File: src/rtl/pps_pkg.sv
package pps_pkg;

  localparam int MAX_PROCS_DEF     = 16;
  localparam int NONE_PRIORITY_DEF = 999;
  localparam int TIME_W            = 16;
  localparam int PRIO_W            = 10;
  localparam logic [TIME_W-1:0] TIME_MAX = '1;

  // sequencer steps
  localparam int STEP_W = 3;
  localparam logic [STEP_W-1:0] S_IDLE = 3'd0;
  localparam logic [STEP_W-1:0] S_LOAD = 3'd1;
  localparam logic [STEP_W-1:0] S_INIT = 3'd2;
  localparam logic [STEP_W-1:0] S_SCAN = 3'd3;
  localparam logic [STEP_W-1:0] S_UPD  = 3'd4;

  // datapath operations
  localparam logic [2:0] OP_NOP    = 3'd0;
  localparam logic [2:0] OP_LOAD   = 3'd1;
  localparam logic [2:0] OP_INIT   = 3'd2;
  localparam logic [2:0] OP_SCAN   = 3'd3;
  localparam logic [2:0] OP_UPDATE = 3'd4;

  // jump conditions
  localparam logic [2:0] JC_ALWAYS   = 3'd0;
  localparam logic [2:0] JC_DISPATCH = 3'd1;
  localparam logic [2:0] JC_EMPTY    = 3'd2;
  localparam logic [2:0] JC_SCAN_END = 3'd3;
  localparam logic [2:0] JC_OUT_FREE = 3'd4;

  typedef struct packed {
    logic              in_ready;
    logic [2:0]        op;
    logic [2:0]        cond;
    logic              hold;     // on a false condition: stay, else fall through
    logic [STEP_W-1:0] target;
  } ucode_t;

  function automatic ucode_t ucode_rom(input logic [STEP_W-1:0] step);
    ucode_t w;
    w = '{in_ready: 1'b0, op: OP_NOP, cond: JC_ALWAYS, hold: 1'b0, target: S_IDLE};
    case (step)
      S_IDLE: w = '{in_ready: 1'b1, op: OP_NOP,    cond: JC_DISPATCH, hold: 1'b1,
                    target: S_IDLE};
      S_LOAD: w = '{in_ready: 1'b0, op: OP_LOAD,   cond: JC_ALWAYS,   hold: 1'b0,
                    target: S_IDLE};
      S_INIT: w = '{in_ready: 1'b0, op: OP_INIT,   cond: JC_EMPTY,    hold: 1'b0,
                    target: S_UPD};
      S_SCAN: w = '{in_ready: 1'b0, op: OP_SCAN,   cond: JC_SCAN_END, hold: 1'b1,
                    target: S_UPD};
      S_UPD:  w = '{in_ready: 1'b0, op: OP_UPDATE, cond: JC_OUT_FREE, hold: 1'b1,
                    target: S_IDLE};
      default: w = '{in_ready: 1'b0, op: OP_NOP,   cond: JC_ALWAYS,   hold: 1'b0,
                    target: S_IDLE};
    endcase
    return w;
  endfunction

  function automatic int id_width(input int n);
    return $clog2(n + 1);
  endfunction

  function automatic int pad8(input int n);
    return ((n + 7) / 8) * 8;
  endfunction

endpackage

File: src/rtl/pps_ram.sv
module pps_ram #(
  parameter int WIDTH = 8,
  parameter int DEPTH = 16,
  parameter int AW    = (DEPTH > 1) ? $clog2(DEPTH) : 1
) (
  input  logic             clk,
  input  logic             we,
  input  logic [AW-1:0]    waddr,
  input  logic [WIDTH-1:0] wdata,
  input  logic [AW-1:0]    raddr,
  output logic [WIDTH-1:0] rdata
);

  logic [WIDTH-1:0] mem [DEPTH];

  always_ff @(posedge clk) begin
    if (we) begin
      mem[waddr] <= wdata;
    end
    rdata <= mem[raddr];
  end

endmodule

File: src/rtl/preemptive_priority_scheduler_core.sv
// Preemptive priority scheduler. Input transactions either append a process
// (tuser = 0: arrival, burst, priority) to a table of MAX_PROCS entries, or
// advance time by one tick (tuser = 1). A load into a full table is dropped.
// Each tick serves the arrived, unfinished process with the numerically
// lowest priority below NONE_PRIORITY (lowest index on a tie), takes one
// tick off its remaining time and emits one result transaction; loads emit
// nothing. Time saturates at 65535. A new transaction is accepted only in the
// idle step. A tick's scan reads one table entry per cycle from the single
// process RAM. A tick waits in its last step only if the previous result
// has not yet been taken. Loads are still accepted while a result waits.
// Table entries are stored without reset; only loaded entries are ever used.
module preemptive_priority_scheduler_core
  import pps_pkg::*;
#(
  parameter int MAX_PROCS     = MAX_PROCS_DEF,
  parameter int NONE_PRIORITY = NONE_PRIORITY_DEF
) (
  input  logic clk,
  input  logic rst,
  input  logic s_axis_tvalid,
  output logic s_axis_tready,
  // [15:0] arrival, [31:16] burst, [41:32] priority_req, zero padding above
  input  logic [pad8(2*TIME_W+PRIO_W)-1:0] s_axis_tdata,
  // [0] mode
  input  logic s_axis_tuser,
  output logic m_axis_tvalid,
  input  logic m_axis_tready,
  // from bit 0 up: tick_time, running_id, segment_start, finished,
  // finished_id, completion_time, turnaround, waiting, all_done, zero padding
  output logic [pad8(4*TIME_W+3+2*id_width(MAX_PROCS))-1:0] m_axis_tdata
);

  localparam int AW     = (MAX_PROCS > 1) ? $clog2(MAX_PROCS) : 1;
  localparam int ID_W   = id_width(MAX_PROCS);
  localparam int CNT_W  = id_width(MAX_PROCS);
  localparam int WORD_W = 3*TIME_W + PRIO_W;
  localparam int OUT_W  = 4*TIME_W + 3 + 2*ID_W;
  localparam int OUT_TW = pad8(OUT_W);

  // sequencer
  logic [STEP_W-1:0] step;
  logic [STEP_W-1:0] step_next;
  ucode_t            uc;
  logic              cond_true;

  // latched load fields
  logic [TIME_W-1:0] ld_arrival;
  logic [TIME_W-1:0] ld_burst;
  logic [PRIO_W-1:0] ld_prio;

  // scheduler state
  logic [CNT_W-1:0]  loaded_count;
  logic [CNT_W-1:0]  done_count;
  logic [TIME_W-1:0] cur_time;
  logic [ID_W-1:0]   last_served;
  logic              first_tick;

  // scan state: best candidate so far and its table word
  logic [AW-1:0]     idx;
  logic [PRIO_W-1:0] best;
  logic              found;
  logic [AW-1:0]     pick;
  logic [TIME_W-1:0] p_arr;
  logic [TIME_W-1:0] p_burst;
  logic [PRIO_W-1:0] p_prio;
  logic [TIME_W-1:0] p_rem;

  // process RAM: {remaining, priority, burst, arrival}
  logic              ram_we;
  logic [AW-1:0]     ram_waddr;
  logic [WORD_W-1:0] ram_wdata;
  logic [AW-1:0]     ram_raddr;
  logic [WORD_W-1:0] ram_rdata;
  logic [TIME_W-1:0] rd_arr;
  logic [TIME_W-1:0] rd_burst;
  logic [PRIO_W-1:0] rd_prio;
  logic [TIME_W-1:0] rd_rem;

  logic              s_acc;
  logic              out_free;
  logic              upd_go;
  logic              load_room;
  logic              scan_end;
  logic              better;

  // tick results
  logic [TIME_W-1:0] time_next;
  logic [TIME_W-1:0] rem_dec;
  logic              fin;
  logic [ID_W-1:0]   run_id;
  logic [CNT_W-1:0]  done_next;
  logic [TIME_W-1:0] tat;
  logic [TIME_W-1:0] wt;
  logic [OUT_W-1:0]  out_word;
  logic [OUT_TW-1:0] out_data;
  logic              out_valid;

  assign uc            = ucode_rom(step);
  assign s_axis_tready = uc.in_ready;
  assign s_acc         = s_axis_tvalid && s_axis_tready;
  assign out_free      = !out_valid || m_axis_tready;
  assign upd_go        = (uc.op == OP_UPDATE) && out_free;
  assign load_room     = loaded_count < CNT_W'(MAX_PROCS);
  assign scan_end      = (CNT_W'(idx) + CNT_W'(1)) == loaded_count;

  always_comb begin
    case (uc.cond)
      JC_ALWAYS:   cond_true = 1'b1;
      JC_DISPATCH: cond_true = s_acc;
      JC_EMPTY:    cond_true = (loaded_count == '0);
      JC_SCAN_END: cond_true = scan_end;
      JC_OUT_FREE: cond_true = out_free;
      default:     cond_true = 1'b1;
    endcase
  end

  // Dispatch decodes the transaction kind; every other jump goes to target.
  always_comb begin
    if (cond_true) begin
      if (uc.cond == JC_DISPATCH) begin
        step_next = s_axis_tuser ? S_INIT : S_LOAD;
      end else begin
        step_next = uc.target;
      end
    end else if (uc.hold) begin
      step_next = step;
    end else begin
      step_next = step + STEP_W'(1);
    end
  end

  always_ff @(posedge clk) begin
    if (rst) begin
      step <= S_IDLE;
    end else begin
      step <= step_next;
    end
  end

  // RAM ports: one write (load or remaining-time update), one scan read
  assign {rd_rem, rd_prio, rd_burst, rd_arr} = ram_rdata;

  always_comb begin
    ram_we    = 1'b0;
    ram_waddr = pick;
    ram_wdata = {rem_dec, p_prio, p_burst, p_arr};
    if (uc.op == OP_LOAD) begin
      ram_we    = load_room;
      ram_waddr = loaded_count[AW-1:0];
      ram_wdata = {ld_burst, ld_prio, ld_burst, ld_arrival};
    end else if (upd_go) begin
      ram_we = found;
    end
  end

  assign ram_raddr = (uc.op == OP_SCAN) ? AW'(idx + AW'(1)) : '0;

  pps_ram #(
    .WIDTH(WORD_W),
    .DEPTH(MAX_PROCS)
  ) u_ram (
    .clk  (clk),
    .we   (ram_we),
    .waddr(ram_waddr),
    .wdata(ram_wdata),
    .raddr(ram_raddr),
    .rdata(ram_rdata)
  );

  always_ff @(posedge clk) begin
    if (s_acc) begin
      ld_arrival <= s_axis_tdata[TIME_W-1:0];
      ld_burst   <= s_axis_tdata[2*TIME_W-1:TIME_W];
      ld_prio    <= s_axis_tdata[2*TIME_W+PRIO_W-1:2*TIME_W];
    end
  end

  // candidate test for the entry read last cycle
  assign better = (rd_arr <= cur_time) && (rd_rem != '0) && (rd_prio < best);

  always_ff @(posedge clk) begin
    if (uc.op == OP_INIT) begin
      idx  <= '0;
      best <= PRIO_W'(NONE_PRIORITY);
    end else if (uc.op == OP_SCAN) begin
      idx <= AW'(idx + AW'(1));
      if (better) begin
        best    <= rd_prio;
        pick    <= idx;
        p_arr   <= rd_arr;
        p_burst <= rd_burst;
        p_prio  <= rd_prio;
        p_rem   <= rd_rem;
      end
    end
  end

  always_ff @(posedge clk) begin
    if (rst) begin
      found <= 1'b0;
    end else if (uc.op == OP_INIT) begin
      found <= 1'b0;
    end else if ((uc.op == OP_SCAN) && better) begin
      found <= 1'b1;
    end
  end

  // tick arithmetic
  assign time_next = (cur_time == TIME_MAX) ? cur_time : cur_time + TIME_W'(1);
  assign rem_dec   = p_rem - TIME_W'(1);
  assign fin       = found && (rem_dec == '0);
  assign run_id    = found ? ID_W'(pick) + ID_W'(1) : '0;
  assign done_next = fin ? done_count + CNT_W'(1) : done_count;
  assign tat       = fin ? time_next - p_arr : '0;
  // only negative once time has saturated; clamp to zero
  assign wt        = (fin && (tat >= p_burst)) ? tat - p_burst : '0;

  assign out_word = {
    (done_next == loaded_count),
    wt,
    tat,
    fin ? time_next : TIME_W'(0),
    fin ? run_id : ID_W'(0),
    fin,
    (first_tick || (last_served != run_id)),
    run_id,
    cur_time
  };

  always_ff @(posedge clk) begin
    if (rst) begin
      loaded_count <= '0;
      done_count   <= '0;
      cur_time     <= '0;
      last_served  <= '0;
      first_tick   <= 1'b1;
    end else begin
      if ((uc.op == OP_LOAD) && load_room) begin
        loaded_count <= loaded_count + CNT_W'(1);
      end
      if (upd_go) begin
        done_count  <= done_next;
        cur_time    <= time_next;
        last_served <= run_id;
        first_tick  <= 1'b0;
      end
    end
  end

  // output register
  always_ff @(posedge clk) begin
    if (rst) begin
      out_valid <= 1'b0;
    end else if (upd_go) begin
      out_valid <= 1'b1;
    end else if (m_axis_tready) begin
      out_valid <= 1'b0;
    end
  end

  always_ff @(posedge clk) begin
    if (upd_go) begin
      out_data <= OUT_TW'(out_word);
    end
  end

  assign m_axis_tvalid = out_valid;
  assign m_axis_tdata  = out_data;

endmodule

File: config.mk
export PLATFORM = sky130hd
export DESIGN_NAME = preemptive_priority_scheduler_core
export DESIGN_NICKNAME = d
export VERILOG_FILES = /design/src/rtl/pps_pkg.sv /design/src/rtl/pps_ram.sv /design/src/rtl/preemptive_priority_scheduler_core.sv
export SDC_FILE = /design/constraint.sdc
export NUM_CORES = 2
export LEC_CHECK = 0
export ABC_AREA = 1
export BUFFER_PORTS_ARGS = -buffer_cell sky130_fd_sc_hd__buf_2
export CAP_MARGIN = 25
export CORE_MARGIN = 2
export CORE_UTILIZATION = 29
export CTS_CLUSTER_DIAMETER = 30
export CTS_CLUSTER_SIZE = 28
export DETAILED_ROUTE_END_ITERATION = 7
export PLACE_DENSITY = 0.46
export SLEW_MARGIN = 20
export SYNTH_ARGS = -nofsm -noshare
export SYNTH_HDL_FRONTEND = slang
export SYNTH_SLANG_ARGS = --single-unit
File: constraint.sdc
create_clock -name clk -period 4.64 [get_ports clk]
set_input_delay 0.928 -clock clk [delete_from_list [all_inputs] [get_ports clk]]
set_output_delay 0.928 -clock clk [all_outputs]
set_load 0.005 [all_outputs]
==> results.sh <==
export IMPL_cts_root_buf="clkbuf_16"
export IMPL_drv_slew=0
export IMPL_syn_area_um2=49300
export IMPL_worstPathRequired_ns=5.21
export IMPL_pre_cts_ws_ns=-0.645
export IMPL_leakage_nw=22.0
export IMPL_drc_errors=0
export IMPL_p_comb_frac=0.126
export IMPL_wirelength_um=144000
export IMPL_dr_pass1_iters=5
export IMPL_htree_levels=4
export IMPL_slowest_delay_ns=0.34
export IMPL_die_w_um=416
export IMPL_rows=151
export IMPL_ios=135
export IMPL_clockPowerShare=0.486
export IMPL_endpoint_kind="flip-flop"
export IMPL_setup_viol=0
export IMPL_clkTransAtPathRegs_ns=0.05
export IMPL_cpMostUsedCell="buf_6"
export IMPL_worst_pin_slew_ns=0.963
export IMPL_core_um2=169000
export IMPL_seq_area_um2=35500
export IMPL_multi_input_area_um2=12300
export IMPL_wire_per_inst_um=21.9
export IMPL_ys_seq_elements=1218
export IMPL_timing_final_ws_setup_ns=0.0482
export IMPL_grt_usage=0.163
export IMPL_yosys_warnings=0
export IMPL_grt_max_degree=153
export IMPL_drive_gt1_frac=0.220
export IMPL_hold_buffers=0
export IMPL_slew_headroom=0.358
export IMPL_cts_tree="yes"
export IMPL_dp_hpwl_um=78900
export IMPL_rsz0062_at_grt="yes"
export IMPL_area_growth_pct=27.8
export IMPL_antenna_found_initial=3
export IMPL_grt_pass1_vias=31800
export IMPL_portBuffers=125
export IMPL_final_util=0.373
export IMPL_synth_edf_count=1109
export IMPL_grt_overflow=0
export IMPL_synth_seq_area_share=0.720
export IMPL_pwr_share_seq=0.388
export IMPL_cts_sinks=1218
export IMPL_power_density_nw_per_um2=556
export IMPL_vias_per_cell=4.87
export IMPL_internal_power_w=0.0258
export IMPL_status="finished, final reports clean"
export IMPL_num_fill_cells=16000
export IMPL_grt_pass1_wl_um=211000
export IMPL_cts_max_path_buffers=3
export IMPL_cp_top_family="simple AND/OR/NAND/NOR gates"
export IMPL_drtIter0Drc=2667
export IMPL_path_class="flip-flop to flip-flop"
export IMPL_cap_violations=0
export IMPL_synth_top_flop_cell="edfxtp_1"
export IMPL_max_freq_mhz=218
export IMPL_p_sw_frac=0.264
export IMPL_switchingPower_w=0.00924
export IMPL_crit_slowest_cell="dfxtp_2"
export IMPL_ant_nets=0
export IMPL_r2r_slack_ns=0.05
export IMPL_hold_violations=0
export IMPL_clk_latency_ns=0.83
export IMPL_num_vias=32000
export IMPL_avgSynthCellArea_um2=13.2
export IMPL_gp_congestion=0.815
export IMPL_crit_path_max_fanout=8
export IMPL_numCtsBuffers=232
export IMPL_fin_crit_sh=0.990
export IMPL_finClkSkew_ns=0.0448
export IMPL_ir_worst_vdd_uv=316
export IMPL_ys_types=51
export IMPL_netlist_instances=3731
export IMPL_critPathBufInv=7
export IMPL_period_needed_ns=4.59
export IMPL_start_util=0.292
export IMPL_dieArea_um2=173000
export IMPL_critical_path_arrival_ns=5.16
export IMPL_start_kind="flip-flop"
export IMPL_die_h_um=416
export IMPL_min_path_type="input port to flip-flop"
export IMPL_async_reset_ff_frac=0
export IMPL_final_nets=4270
sequential cells by signal, indices dropped and copies added, names as in the netlist:
signal	flops
pick	4
p_burst	16
step	3
cur_time	16
found	1
ld_arrival	16
p_arr	16
best	10
m_axis_tvalid	1
p_prio	10
last_served	5
u_ram.rdata	58
p_rem	16
done_count	5
m_axis_tdata	77
ld_burst	16
ld_prio	10
loaded_count	5
first_tick	1
u_ram.mem	928
idx	4
what timing repair did:
action / CTS / global route
cloned: 0 / 1
resized for setup: 33 / 81
buffers inserted: 6 / 12
endpoints found under the setup margin: 16 / 16
pin swaps: 9 / 42
placed cells by master (no fill, tap or decap), types with 125 or more instances in the layout:
cell type  count
buf_2        125
buf_4        226
clkbuf_16    234
edfxtp_1    1109
inv_1        291
nand2_1      455
nand3_1      273
o211ai_1     240
o21ai_0      181
o221ai_1     232
stage by stage:
stage / cell area (um^2) / total power [W] / cells / setup TNS (ns) / hold slack [ns]
5_1_grt: 63000 / 0.0364 / 6568 / -3.80 / 0.228
4_1_cts: 62500 / 0.0353 / 6556 / -0.231 / 0.200
2_1_floorplan: 49300 / 0.0162 / 3733 / -17.83 / 0.386
3_5_place_dp: 54300 / 0.0182 / 6112 / -10.18 / 0.389
3_3_place_gp: 54300 / 0.0181 / 6112 / -9.96 / 0.388
6_report: 63000 / 0.0350 / 6569 / 0 / 0.271
worst paths after layout:
check	from	end	cells past startpoint
max	cur_time[1]	m_axis_tdata[63]	31
max reg2reg	cur_time[1]	m_axis_tdata[63]	31
min reg2reg	u_ram.rdata[17]	p_burst[1]	0
min	s_axis_tdata[26]	ld_burst[10]	1
cell usage after synthesis (3+ instances only):
| cell type | number | area, um^2 |
|---|---|---|
| edfxtp_1 | 1109 | 33300 |
| nand2_1 | 461 | 1730 |
| inv_1 | 296 | 1110 |
| nand3_1 | 279 | 1400 |
| o211ai_1 | 240 | 1800 |
| o221ai_1 | 232 | 2030 |
| o21ai_0 | 196 | 981 |
| nor2_1 | 141 | 529 |
| dfxtp_1 | 109 | 2180 |
| buf_2 | 106 | 531 |
| a21oi_1 | 88 | 440 |
| clkbuf_1 | 88 | 330 |
| ha_1 | 69 | 863 |
| or2_0 | 64 | 400 |
| or2_2 | 52 | 325 |
| o21ai_1 | 29 | 145 |
| xor2_1 | 27 | 236 |
| nand4_1 | 18 | 113 |
| nor3_1 | 17 | 85.1 |
| buf_1 | 14 | 52.6 |
| nor4_1 | 13 | 81.3 |
| inv_2 | 9 | 33.8 |
| xnor2_1 | 8 | 70.1 |
| buf_4 | 7 | 52.6 |
| nand3b_1 | 7 | 52.6 |
| a211oi_1 | 5 | 37.5 |
| a21boi_0 | 4 | 30.0 |
| nor2_2 | 4 | 25.0 |
| or2_1 | 4 | 25.0 |
| a31oi_1 | 3 | 18.8 |
| nor3b_1 | 3 | 22.5 |
| o21a_1 | 3 | 22.5 |
logic make-up after synthesis:
kind of cell / synth area share
DFF: 0.720
AOI/OAI and AO/OA: 0.113
buffers and inverters: 0.0434
and+or+nand+nor: 0.0990
adders and majority gates: 0.0183
xor gates and xnor gates: 0.00622
other: 0.0000761
power groups by stage:
stage	clock [W]	combinational [W]	sequential [W]
floorplan	0	0.00237	0.0138
global placement	0	0.00431	0.0138
detailed placement	0	0.00435	0.0138
CTS	0.0173	0.00440	0.0136
global route	0.0178	0.00489	0.0137
finish	0.0170	0.00442	0.0136
routing by layer:
layer	vias up	GRT usage	wire length, um
met4	0	0.0510	3170
met1	16000	0.219	64500
met3	206	0.0253	6870
li1	14900	-	-
met2	860	0.270	69000
met5	-	0	0
area by class of cell:
type / instances / area share
inverter: 309 / 0.0189
clock inverter: 173 / 0.0328
tap: 2218 / 0.0440
antenna: 1 / 0.0000397
sequential: 1218 / 0.563
clock buffer: 265 / 0.0959
multi-input combinational: 1990 / 0.195
timing repair buffer: 395 / 0.0502
Power figures use the tool's default switching activity.
